<file path="config.mk">
export PLATFORM = sky130hd
export DESIGN_NAME = sorted_priority_queue
export DESIGN_NICKNAME = d
export VERILOG_FILES = /design/src/hw/rtl/spq_pkg.sv /design/src/hw/rtl/spq_cell.sv /design/src/hw/rtl/sorted_priority_queue.sv
export SDC_FILE = /design/constraint.sdc
export NUM_CORES = 2
export LEC_CHECK = 0
export BUFFER_PORTS_ARGS = -buffer_cell sky130_fd_sc_hd__buf_2
export CAP_MARGIN = 25
export CORE_MARGIN = 2
export CORE_UTILIZATION = 55
export DETAILED_ROUTE_END_ITERATION = 12
export GPL_TIMING_DRIVEN = 0
export PLACE_DENSITY = 0.71
export SLEW_MARGIN = 20
export SYNTH_ARGS = -nofsm -noshare
export SYNTH_HDL_FRONTEND = slang
export SYNTH_SLANG_ARGS = --single-unit
</file>
<file path="constraint.sdc">
create_clock -name aclk -period 6.85 [get_ports aclk]
set_input_delay 0.3425 -clock aclk [delete_from_list [all_inputs] [get_ports aclk]]
set_output_delay 0.3425 -clock aclk [all_outputs]
set_load 0.005 [all_outputs]
</file>
<file path="src/hw/rtl/spq_pkg.sv">
// Shared types for the sorted priority queue: action codes, status codes and
// the control token that walks the cell chain. No dependencies.
package spq_pkg;

    localparam int VALUE_W       = 32;
    localparam int ACTION_W      = 2;
    localparam int STATUS_W      = 2;
    localparam int MATCH_POS_W   = 4;
    localparam int COUNT_W       = 5;
    localparam int DEF_CAPACITY  = 16;

    typedef enum logic [ACTION_W-1:0] {
        OP_INSERT = 2'd0,
        OP_REMOVE = 2'd1,
        OP_FIND   = 2'd2,
        OP_NONE   = 2'd3
    } op_t;

    typedef enum logic [STATUS_W-1:0] {
        STATUS_DONE    = 2'd0,
        STATUS_MISSING = 2'd1,
        STATUS_FULL    = 2'd2
    } status_t;

    // control part of the token handed from cell to cell
    typedef struct packed {
        logic valid;
        op_t  op;
        logic full;   // insert rejected, cells leave their entries alone
        logic found;  // a cell upstream matched the value
    } tok_t;

endpackage

</file>
<file path="src/hw/rtl/spq_cell.sv">
// One storage cell of the sorted priority queue chain.
// Depends on spq_pkg for the token type and operation codes.
module spq_cell #(
    parameter int CAPACITY = spq_pkg::DEF_CAPACITY,
    parameter int INDEX    = 0,
    parameter int PW       = $clog2(CAPACITY),
    parameter int CW       = $clog2(CAPACITY + 1)
) (
    input  logic                         aclk,
    input  logic                         aresetn,
    input  spq_pkg::tok_t                tok_in,
    input  logic [spq_pkg::VALUE_W-1:0]  carry_in,
    input  logic [PW-1:0]                pos_in,
    input  logic [spq_pkg::VALUE_W-1:0]  next_entry,
    input  logic [CW-1:0]                occupancy,
    output spq_pkg::tok_t                tok_out,
    output logic [spq_pkg::VALUE_W-1:0]  carry_out,
    output logic [PW-1:0]                pos_out,
    output logic [spq_pkg::VALUE_W-1:0]  entry
);
    import spq_pkg::*;

    localparam logic [CW-1:0] MY_SLOT = CW'(INDEX);
    localparam logic [PW-1:0] MY_POS  = PW'(INDEX);

    logic [VALUE_W-1:0] entry_reg, entry_next;
    tok_t               tok_reg, tok_next;
    logic [VALUE_W-1:0] carry_reg, carry_next;
    logic [PW-1:0]      pos_reg, pos_next;

    logic occupied, at_tail, ge, eq;

    assign occupied = MY_SLOT < occupancy;
    assign at_tail  = MY_SLOT == occupancy;
    assign ge       = $signed(carry_in) >= $signed(entry_reg);
    assign eq       = carry_in == entry_reg;

    always_comb begin
        entry_next = entry_reg;
        tok_next   = tok_in;
        carry_next = carry_in;
        pos_next   = pos_in;
        if (tok_in.valid) begin
            case (tok_in.op)
                OP_INSERT: begin
                    // swap in the carried value, pass the displaced one on
                    if (!tok_in.full) begin
                        if (occupied && ge) begin
                            entry_next = carry_in;
                            carry_next = entry_reg;
                        end else if (at_tail) begin
                            entry_next = carry_in;
                        end
                    end
                end
                OP_REMOVE: begin
                    // from the first match on, pull up the next entry
                    if (occupied && (tok_in.found || eq)) begin
                        entry_next = next_entry;
                        if (!tok_in.found) begin
                            tok_next.found = 1'b1;
                            pos_next       = MY_POS;
                        end
                    end
                end
                OP_FIND: begin
                    if (occupied && !tok_in.found && eq) begin
                        tok_next.found = 1'b1;
                        pos_next       = MY_POS;
                    end
                end
                default: begin
                end
            endcase
        end
    end

    always_ff @(posedge aclk) begin
        entry_reg <= entry_next;
        carry_reg <= carry_next;
        pos_reg   <= pos_next;
        if (!aresetn) begin
            tok_reg <= '0;
        end else begin
            tok_reg <= tok_next;
        end
    end

    assign entry     = entry_reg;
    assign tok_out   = tok_reg;
    assign carry_out = carry_reg;
    assign pos_out   = pos_reg;

endmodule

</file>
<file path="src/hw/rtl/sorted_priority_queue.sv">
// Top level of the sorted priority queue: stream ports, token injection,
// result capture and the chain of spq_cell instances. Depends on spq_pkg.
//
// The queue keeps up to CAPACITY signed 32-bit values in descending order,
// largest at the head, one value per cell. Each input transaction carries an
// action (insert, remove first equal entry, find) and a value; each produces
// exactly one result transaction with status, match flag and position, and
// the head value, non-empty flag and entry count after the action. The
// action enters as a token at the head cell and moves one cell per clock;
// each cell compares the token value with its own entry and, for insert or
// remove, trades entries with the token or with its downstream neighbor.
// An item is accepted, walks all CAPACITY cells and its result is captured
// and handed to the output register before the next item is accepted; that
// hand-off waits while the output register still holds an untaken result.
// s_axis_tready is low while an item is in flight. One finished result
// can wait in the output register while the next item walks the chain.
// Insert into a full queue is rejected with status full. Entries start
// undefined; only occupied cells are ever reported.
module sorted_priority_queue #(
    parameter int CAPACITY = spq_pkg::DEF_CAPACITY
) (
    input  logic        aclk,
    input  logic        aresetn,
    // input channel
    input  logic        s_axis_tvalid,
    output logic        s_axis_tready,
    input  logic [31:0] s_axis_tdata,   // [31:0] item_value
    input  logic [1:0]  s_axis_tuser,   // [1:0] action
    // result channel
    output logic        m_axis_tvalid,
    input  logic        m_axis_tready,
    // [0] found, [4:1] match_position, [5] head_valid, [37:6] head_value,
    // [42:38] entry_count, [47:43] zero
    output logic [47:0] m_axis_tdata,
    output logic [1:0]  m_axis_tuser    // [1:0] status
);
    import spq_pkg::*;

    localparam int PW = $clog2(CAPACITY);
    localparam int CW = $clog2(CAPACITY + 1);
    localparam logic [CW-1:0] FULL_COUNT = CW'(CAPACITY);
    localparam logic [CW-1:0] ONE_ENTRY  = CW'(1);

    // chain wiring, slot 0 is the injection register
    tok_t               tok   [CAPACITY+1];
    logic [VALUE_W-1:0] carry [CAPACITY+1];
    logic [PW-1:0]      pos   [CAPACITY+1];
    logic [VALUE_W-1:0] entry [CAPACITY];

    logic [CW-1:0] occ_reg, occ_next;
    logic          busy_reg, busy_next;
    tok_t          inj_tok_reg, inj_tok_next;
    logic [VALUE_W-1:0] inj_value_reg;

    // finished item waiting for the output register
    logic               pend_valid_reg, pend_valid_next;
    status_t            pend_status_reg, pend_status_next;
    logic               pend_found_reg, pend_found_next;
    logic [MATCH_POS_W-1:0] pend_pos_reg, pend_pos_next;
    logic               pend_hvalid_reg, pend_hvalid_next;
    logic [VALUE_W-1:0] pend_head_reg, pend_head_next;
    logic [COUNT_W-1:0] pend_count_reg, pend_count_next;

    // output register
    logic               m_valid_reg, m_valid_next;
    status_t            m_status_reg;
    logic               m_found_reg;
    logic [MATCH_POS_W-1:0] m_pos_reg;
    logic               m_hvalid_reg;
    logic [VALUE_W-1:0] m_head_reg;
    logic [COUNT_W-1:0] m_count_reg;

    logic    accept, finish, move_out;
    op_t     in_op;
    tok_t    last_tok;
    logic [CW-1:0] occ_after;

    assign s_axis_tready = !busy_reg;
    assign accept        = s_axis_tvalid && !busy_reg;
    assign in_op         = op_t'(s_axis_tuser);
    assign last_tok      = tok[CAPACITY];
    assign finish        = last_tok.valid;
    assign move_out      = pend_valid_reg && (!m_valid_reg || m_axis_tready);

    assign tok[0]   = inj_tok_reg;
    assign carry[0] = inj_value_reg;
    assign pos[0]   = '0;

    generate
        for (genvar i = 0; i < CAPACITY; i++) begin : g_cell
            logic [VALUE_W-1:0] nbr;
            if (i < CAPACITY - 1) begin : g_mid
                assign nbr = entry[i+1];
            end else begin : g_end
                // last cell has no downstream neighbor; it is vacated anyway
                assign nbr = entry[i];
            end
            spq_cell #(
                .CAPACITY (CAPACITY),
                .INDEX    (i),
                .PW       (PW),
                .CW       (CW)
            ) u_cell (
                .aclk       (aclk),
                .aresetn    (aresetn),
                .tok_in     (tok[i]),
                .carry_in   (carry[i]),
                .pos_in     (pos[i]),
                .next_entry (nbr),
                .occupancy  (occ_reg),
                .tok_out    (tok[i+1]),
                .carry_out  (carry[i+1]),
                .pos_out    (pos[i+1]),
                .entry      (entry[i])
            );
        end
    endgenerate

    // token for a new transaction; a full insert walks as a no-op
    always_comb begin
        inj_tok_next       = '0;
        inj_tok_next.valid = accept;
        inj_tok_next.op    = in_op;
        inj_tok_next.full  = (in_op == OP_INSERT) && (occ_reg >= FULL_COUNT);
        inj_tok_next.found = 1'b0;
    end

    // occupancy once the token has left the last cell
    always_comb begin
        occ_after = occ_reg;
        case (last_tok.op)
            OP_INSERT: if (!last_tok.full)  occ_after = occ_reg + ONE_ENTRY;
            OP_REMOVE: if (last_tok.found)  occ_after = occ_reg - ONE_ENTRY;
            default: begin
            end
        endcase
    end

    always_comb begin
        occ_next         = occ_reg;
        busy_next        = busy_reg;
        pend_valid_next  = pend_valid_reg;
        pend_status_next = pend_status_reg;
        pend_found_next  = pend_found_reg;
        pend_pos_next    = pend_pos_reg;
        pend_hvalid_next = pend_hvalid_reg;
        pend_head_next   = pend_head_reg;
        pend_count_next  = pend_count_reg;
        m_valid_next     = m_valid_reg;

        if (accept) begin
            busy_next = 1'b1;
        end

        if (finish) begin
            occ_next        = occ_after;
            pend_valid_next = 1'b1;
            pend_found_next = last_tok.found;
            pend_pos_next   = last_tok.found ? MATCH_POS_W'(pos[CAPACITY]) : '0;
            pend_hvalid_next = occ_after != '0;
            pend_head_next  = (occ_after != '0) ? entry[0] : '0;
            pend_count_next = COUNT_W'(occ_after);
            case (last_tok.op)
                OP_INSERT: pend_status_next = last_tok.full ? STATUS_FULL : STATUS_DONE;
                OP_REMOVE,
                OP_FIND:   pend_status_next = last_tok.found ? STATUS_DONE
                                                             : STATUS_MISSING;
                default:   pend_status_next = STATUS_DONE;
            endcase
        end

        if (m_valid_reg && m_axis_tready) begin
            m_valid_next = 1'b0;
        end
        if (move_out) begin
            m_valid_next    = 1'b1;
            pend_valid_next = 1'b0;
            busy_next       = 1'b0;
        end
    end

    always_ff @(posedge aclk) begin
        inj_value_reg   <= s_axis_tdata;
        pend_status_reg <= pend_status_next;
        pend_found_reg  <= pend_found_next;
        pend_pos_reg    <= pend_pos_next;
        pend_hvalid_reg <= pend_hvalid_next;
        pend_head_reg   <= pend_head_next;
        pend_count_reg  <= pend_count_next;
        if (move_out) begin
            m_status_reg <= pend_status_reg;
            m_found_reg  <= pend_found_reg;
            m_pos_reg    <= pend_pos_reg;
            m_hvalid_reg <= pend_hvalid_reg;
            m_head_reg   <= pend_head_reg;
            m_count_reg  <= pend_count_reg;
        end
        if (!aresetn) begin
            occ_reg        <= '0;
            busy_reg       <= 1'b0;
            inj_tok_reg    <= '0;
            pend_valid_reg <= 1'b0;
            m_valid_reg    <= 1'b0;
        end else begin
            occ_reg        <= occ_next;
            busy_reg       <= busy_next;
            inj_tok_reg    <= inj_tok_next;
            pend_valid_reg <= pend_valid_next;
            m_valid_reg    <= m_valid_next;
        end
    end

    assign m_axis_tvalid = m_valid_reg;
    assign m_axis_tuser  = m_status_reg;
    assign m_axis_tdata  = {5'd0, m_count_reg, m_head_reg, m_hvalid_reg,
                            m_pos_reg, m_found_reg};

endmodule
</file>
### Word-level counts from Yosys, hierarchy flattened

Cells that the tools add are included.

* register bits: 1267
* latch bits: 0
* memory bits (writable): 0
* ROM bits: 0
* input bits: 38
* output and inout port bits: 52
* logic and storage cells: 719
* memories: 0

* $add $sub $neg: 2
* multiply operators: 0
* div/mod/pow operators: 0
* magnitude comparators: 33
* equal/unequal tests: 110
* shift operators: 0
* mux-type cells: 283
* bitwise gates (word level): 2
* reduce and logical (&&, ||, !) cells: 158

Operators with widths (number)
* two-way mux 32 bit: 122
* one-hot mux 32 bit (2 select lines): 15
* == test 32 bit: 16
* >= comparator 32 bit: 16
* two-way mux 4 bit: 57
* one-hot mux 4 bit (2 select lines): 15
* AND reduction 5 bit: 15
* logical AND 1 bit: 68
* two-way mux 1 bit: 53
* inequality test 3 x 1 -> 1 bit (second input constant): 15
* == test 4 x 5 -> 1 bit (first input constant): 8
* < comparator 4 x 5 -> 1 bit (first input constant): 8
* logical NOT 2 bit: 18
* == test 2 x 1 -> 1 bit (second input constant): 17
* == test 2 bit (second input constant): 17
* nonzero test 2 bit: 17
* one-hot mux 1 bit (2 select lines): 16
* inequality test 2 x 1 -> 1 bit (second input constant): 15
* inequality test 2 bit (second input constant): 15
* == test 3 x 5 -> 1 bit (first input constant): 4
* < comparator 3 x 5 -> 1 bit (first input constant): 4
* logical NOT 1 bit: 18
* logical OR 1 bit: 17
* == test 2 x 5 -> 1 bit (first input constant): 2
* other kinds (15): 20

### Longest topological paths before layout

* word-level depth: 6
* gate-level depth with buffers: 12

### Hierarchy

Synthesis repeated with hierarchy kept, for this count alone.

* cell total of the unflattened synthesis: 5108
* area total of the unflattened synthesis: 64350.5 um2

Modules (own cells, without submodules)
* sorted_priority_queue: times used 1, cells each 301, area an instance 4976.0 um2
* spq_cell (g_cell[1].u_cell): times used 1, cells each 377, area an instance 3858.7 um2
* spq_cell (g_cell[2].u_cell): times used 1, cells each 303, area an instance 3776.1 um2
* spq_cell (g_cell[3].u_cell): times used 1, cells each 298, area an instance 3757.4 um2
* spq_cell (g_cell[4].u_cell): times used 1, cells each 296, area an instance 3749.8 um2
* spq_cell (g_cell[6].u_cell): times used 1, cells each 298, area an instance 3739.8 um2
* spq_cell (g_cell[0].u_cell): times used 1, cells each 291, area an instance 3736.1 um2
* spq_cell (g_cell[7].u_cell): times used 1, cells each 298, area an instance 3733.6 um2
* spq_cell (g_cell[11].u_cell): times used 1, cells each 292, area an instance 3728.6 um2
* spq_cell (g_cell[9].u_cell): times used 1, cells each 301, area an instance 3727.3 um2
* spq_cell (g_cell[10].u_cell): times used 1, cells each 293, area an instance 3717.3 um2
* spq_cell (g_cell[15].u_cell): times used 1, cells each 292, area an instance 3714.8 um2
* spq_cell (g_cell[5].u_cell): times used 1, cells each 294, area an instance 3672.3 um2
* spq_cell (g_cell[13].u_cell): times used 1, cells each 292, area an instance 3669.8 um2
* +3 rows

### Worst setup path before layout

No wires, ideal clock.

* path kind: register -> register
* start point: reg g_cell[4].u_cell.entry_reg[21]
* end point: reg g_cell[4].u_cell.entry_reg[0] (enable)
* library setup time: 461 ps
* arrival time: 4068 ps
* setup slack: 2321 ps
* stages on the path, launching flop included: 11
* path buffers: 0
* cell sequence: edfxtp_1 -> inv_1 -> ha_1 -> a21o_1 -> nand3_1 -> a21oi_1 -> a2111oi_0 -> o21ai_0 -> nor2b_1 -> o311a_1 -> nor3_1

* word-level cells in the longest chain between the ends: 5
* elaborated cells on any way between the ends: 8
* those cells by class: 1 x order compare; 3 x eq/ne; 4 x reduce/logical

Ends and longest elaborated chain
* from (decl): line spq_cell.sv:26 `logic [VALUE_W-1:0] entry_reg, entry_next;`
* from (signal assigned): line spq_cell.sv:79 `entry_reg <= entry_next;`
* branches (longest 4 deep; another with >= comparator 32 bit)
* AND reduction 5 bit (no source line) (*)

Every way passes the cells marked *.
A chain may end at the register's enable or synchronous reset.

### Worst setup path after layout

* start point: reg g_cell[4].u_cell.entry_reg[31]
* end point: reg g_cell[4].u_cell.entry_reg[11] (enable)

The elaborated chain is that of the path after synthesis.

==> results.py <==
metrics = {
    "run_status": {
        "status": "complete, no violations",
    },
    "clock_network": {
        "clk_pin_slew_ns": 0.06,
        "cts_root_buf": "clkbuf_16",
        "clkSinkCount": 1255,
        "clock_latency_ns": 0.74,
        "cts_buffer_depth": 3,
        "cts_tree": "yes",
        "cts_resized": 0,
        "cts_setup_buffers": 0,
        "cts_buffers": 131,
        "htreeDepth": 4,
    },
    "route": {
        "drt-total-wl_um": 133000,
        "dr.pass1.iters": 5,
        "wl_per_cell_um": 20.2,
        "vias_per_cell": 5.57,
        "vias": 36700,
        "ant_nets": 0,
        "drt_iter0_drc": 2080,
        "detail_route.drc_violations": 0,
    },
    "worst_setup_path": {
        "regToRegSetupSlack_ns": 2.80,
        "cp-endpoint": "g_cell[4].u_cell.entry[11]$_DFFE_PP_",
        "setup.worst_path.start": "g_cell[4].u_cell.entry[31]$_DFFE_PP_",
        "cp_data_required_time_ns": 7.29,
        "r2r_cells": 11,
        "regToRegEndpoint": "g_cell[4].u_cell.entry[11]$_DFFE_PP_",
        "crit_fanout": 10,
        "startpoint_type": "flip-flop",
        "critPathKind": "reg2reg",
        "end_kind": "flip-flop",
        "r2r_start": "g_cell[4].u_cell.entry[31]$_DFFE_PP_",
        "crit_arrival_ns": 4.49,
    },
    "timing": {
        "fin_worst_skew_ns": 0.0233,
        "setup_viol": 0,
        "max_freq_mhz": 247,
        "min_period_ns": 4.05,
        "slew_headroom": 0.310,
        "fin_tns_setup_ns": 0,
        "finalCritPeriodShare": 0.591,
        "hold_ws_ns": 0.0317,
        "slew_violations": 0,
        "hold_viol": 0,
        "worst_pin_slew_ns": 1.03,
        "rsz0062_at_grt": "false",
    },
    "power": {
        "leakage_nw": 27.7,
        "power_density_nw_per_um2": 238,
        "max-vdd-ir-drop_mv": 0.228,
    },
    "global_route": {
        "grt-ovfl-total": 0,
        "grt_usage": 0.242,
        "grt_max_degree": 34,
        "grt_pass1_wl_um": 213000,
        "grt_antenna_before_repair": 0,
        "grt_pass1_vias": 38400,
    },
    "synthesis": {
        "synth-edff-count": 602,
        "async_flop_share": 0,
        "ys_ff_latch": 1255,
        "ys_types": 77,
        "ys.warnings.count": 0,
        "ys_seq_area_frac": 0.524,
        "synthCells": 4798,
        "netlist_area_um2": 59500,
        "synthFlopType": "dfxtp_1",
        "synth_area_per_cell_um2": 12.4,
    },
    "job": {
        "max_cap_violations": 0,
    },
    "placement": {
        "place_hpwl_um": 103000,
        "gp_congestion": 0.887,
        "portBuffers": 83,
    },
    "floorplan": {
        "die_w_um": 333,
        "start_util": 0.555,
        "die_area_um2": 111000,
        "fp.dieH_um": 333,
        "io_pins": 90,
        "std_cell_rows": 120,
        "core_um2": 107000,
    },
    "hold_path": {
        "holdCritPathClass": "in2reg",
        "holdPathStages": 3,
    },
    "final_layout": {
        "layout-drive-gt1-share": 0.202,
        "multi_input_area_um2": 25600,
        "ff_latch_area_um2": 31200,
        "fin_nets": 5685,
        "syn_to_final_growth_pct": 12.4,
        "n_fill_cell": 8211,
        "num_antenna_cells": 0,
        "largest_reg_flops": 512,
    },
}
cells by family (layout without fill, tap and decap cells):
kind of cell    Yosys count  after routing  share of synthesized area
compound gates          562            562                     0.0598
other cells               1              5                  0.0000631
simple gates            742            742                     0.0668
mux                     953            953                      0.182
fa+ha+maj               567            567                      0.119
flops                  1255           1255                      0.524
buf+inv                 716           1105                     0.0475
xor+xnor                  2              2                   0.000295
routing by layer:
metal / track usage / part of all wire
met1: 0.291 / 0.42
met2: 0.444 / 0.52
met3: 0.0319 / 0.030
met4: 0.0809 / 0.030
met5: 0 / 0
final cells by class:
class	count	share of cell area
clock buffer	200	0.0580
sequential	1255	0.466
tap	1403	0.0263
multi-input combinational	2831	0.384
timing repair buffer	145	0.0184
buffer	138	0.00983
inverter	578	0.0325
clock inverter	44	0.00556
layout by cell type, fill, tap and decap left out, types with 50 or more instances in the layout:
master,n
nor2_1,146
mux2_1,286
inv_1,578
clkbuf_1,113
clkbuf_16,137
a21oi_1,192
dfxtp_1,652
mux2_2,629
ha_1,567
buf_2,122
a21o_1,119
nand3_1,50
nand2_1,128
o21ai_0,87
edfxtp_1,602
and2_1,84
nor3_1,53
nand4_1,117
power breakdown:
group	leakage (nW)	total (mW)	internal (mW)	switching, mW
Sequential	10.9	8.18	8.02	0.151
Clock	2.09	7.04	4.04	3.00
Combinational	14.8	0.730	0.403	0.326
Total	27.7	15.9	12.5	3.47
synth_stat cells, drive strengths merged, types with 3 or more instances:
| cell | number | area (um^2) |
|---|---|---|
| a21o | 119 | 893 |
| a211oi | 11 | 82.6 |
| nor2 | 147 | 552 |
| nand3 | 50 | 250 |
| nand2 | 128 | 480 |
| edfxtp | 602 | 18100 |
| or4 | 7 | 52.6 |
| o211a | 3 | 30.0 |
| dfxtp | 653 | 13100 |
| a21boi | 6 | 45.1 |
| inv | 578 | 2170 |
| o32a | 4 | 40.0 |
| a31oi | 16 | 100 |
| o221ai | 5 | 43.8 |
| nand4b | 4 | 35.0 |
| nor4 | 26 | 203 |
| o41ai | 3 | 26.3 |
| o21bai | 3 | 22.5 |
| ha | 567 | 7090 |
| o21a | 41 | 308 |
| and3 | 10 | 62.6 |
| nand4 | 118 | 744 |
| mux2 | 945 | 10800 |
| nor3 | 56 | 290 |
| a21oi | 194 | 971 |
| o21ai | 92 | 460 |
| nor2b | 45 | 282 |
| o211ai | 14 | 105 |
| clkbuf | 71 | 267 |
| mux2i | 8 | 80.1 |
| buf | 67 | 390 |
| and4 | 11 | 96.3 |
| or3 | 14 | 87.6 |
| o22ai | 6 | 37.5 |
| a2111oi | 7 | 61.3 |
| nand3b | 6 | 45.0 |
| nor3b | 10 | 80.1 |
| nand2b | 11 | 68.8 |
| or2 | 7 | 43.8 |
| o31ai | 11 | 82.6 |
| a221oi | 6 | 52.6 |
| o2111ai | 7 | 61.3 |
| and2 | 85 | 532 |
through the flow:
stage          std cells  worst slack [ns]   util  total power [mW]  instance area, um^2
2_1_floorplan       4802              2.32      -              8.82                59500
3_3_place_gp        6288             0.392  0.575              9.01                61600
3_5_place_dp        6312              2.83  0.580              9.04                62200
4_1_cts             6594              2.81  0.624              16.1                66900
5_1_grt             6594              2.62  0.624              16.5                66900
6_report            6594              2.80  0.624              15.9                66900
worst max-delay path: stages (launching register included):
cell and delay, ns:
edfxtp_1 0.38, inv_1 0.06, ha_1 0.32, nand4_1 0.27, nor4_1 0.44, o21ai_0 0.35, nor4bb_1 0.27, o311a_1 0.37
nor3_2 0.56, buf_4 0.32, buf_4 0.22, buf_6 0.17
what timing repair did:
item,in CTS,in global routing
endpoints found under the setup margin,0,0
endpoints found under the hold margin,38,0
hold buffers,38,0
how the worst min path moves through the flow:
| stage | startpoint | slack (ns) | endpoint |
|---|---|---|---|
| floorplan | s_axis_tdata[0] | 0.37 | inj_value_reg[0]$_DFF_P_ |
| global placement | pend_pos_reg[1]$_SDFFCE_PN0P_ | 0.40 | m_pos_reg[1]$_DFFE_PP_ |
| detailed placement | pend_head_reg[15]$_SDFFCE_PN0P_ | 0.40 | m_head_reg[15]$_DFFE_PP_ |
| CTS | aresetn | 0.007 | pend_valid_reg$_SDFFE_PP0P_ |
| global route | aresetn | 0.03 | pend_valid_reg$_SDFFE_PP0P_ |
| finish | aresetn | 0.03 | pend_valid_reg$_SDFFE_PP0P_ |
Note: power is estimated with default switching activity, not from simulation.
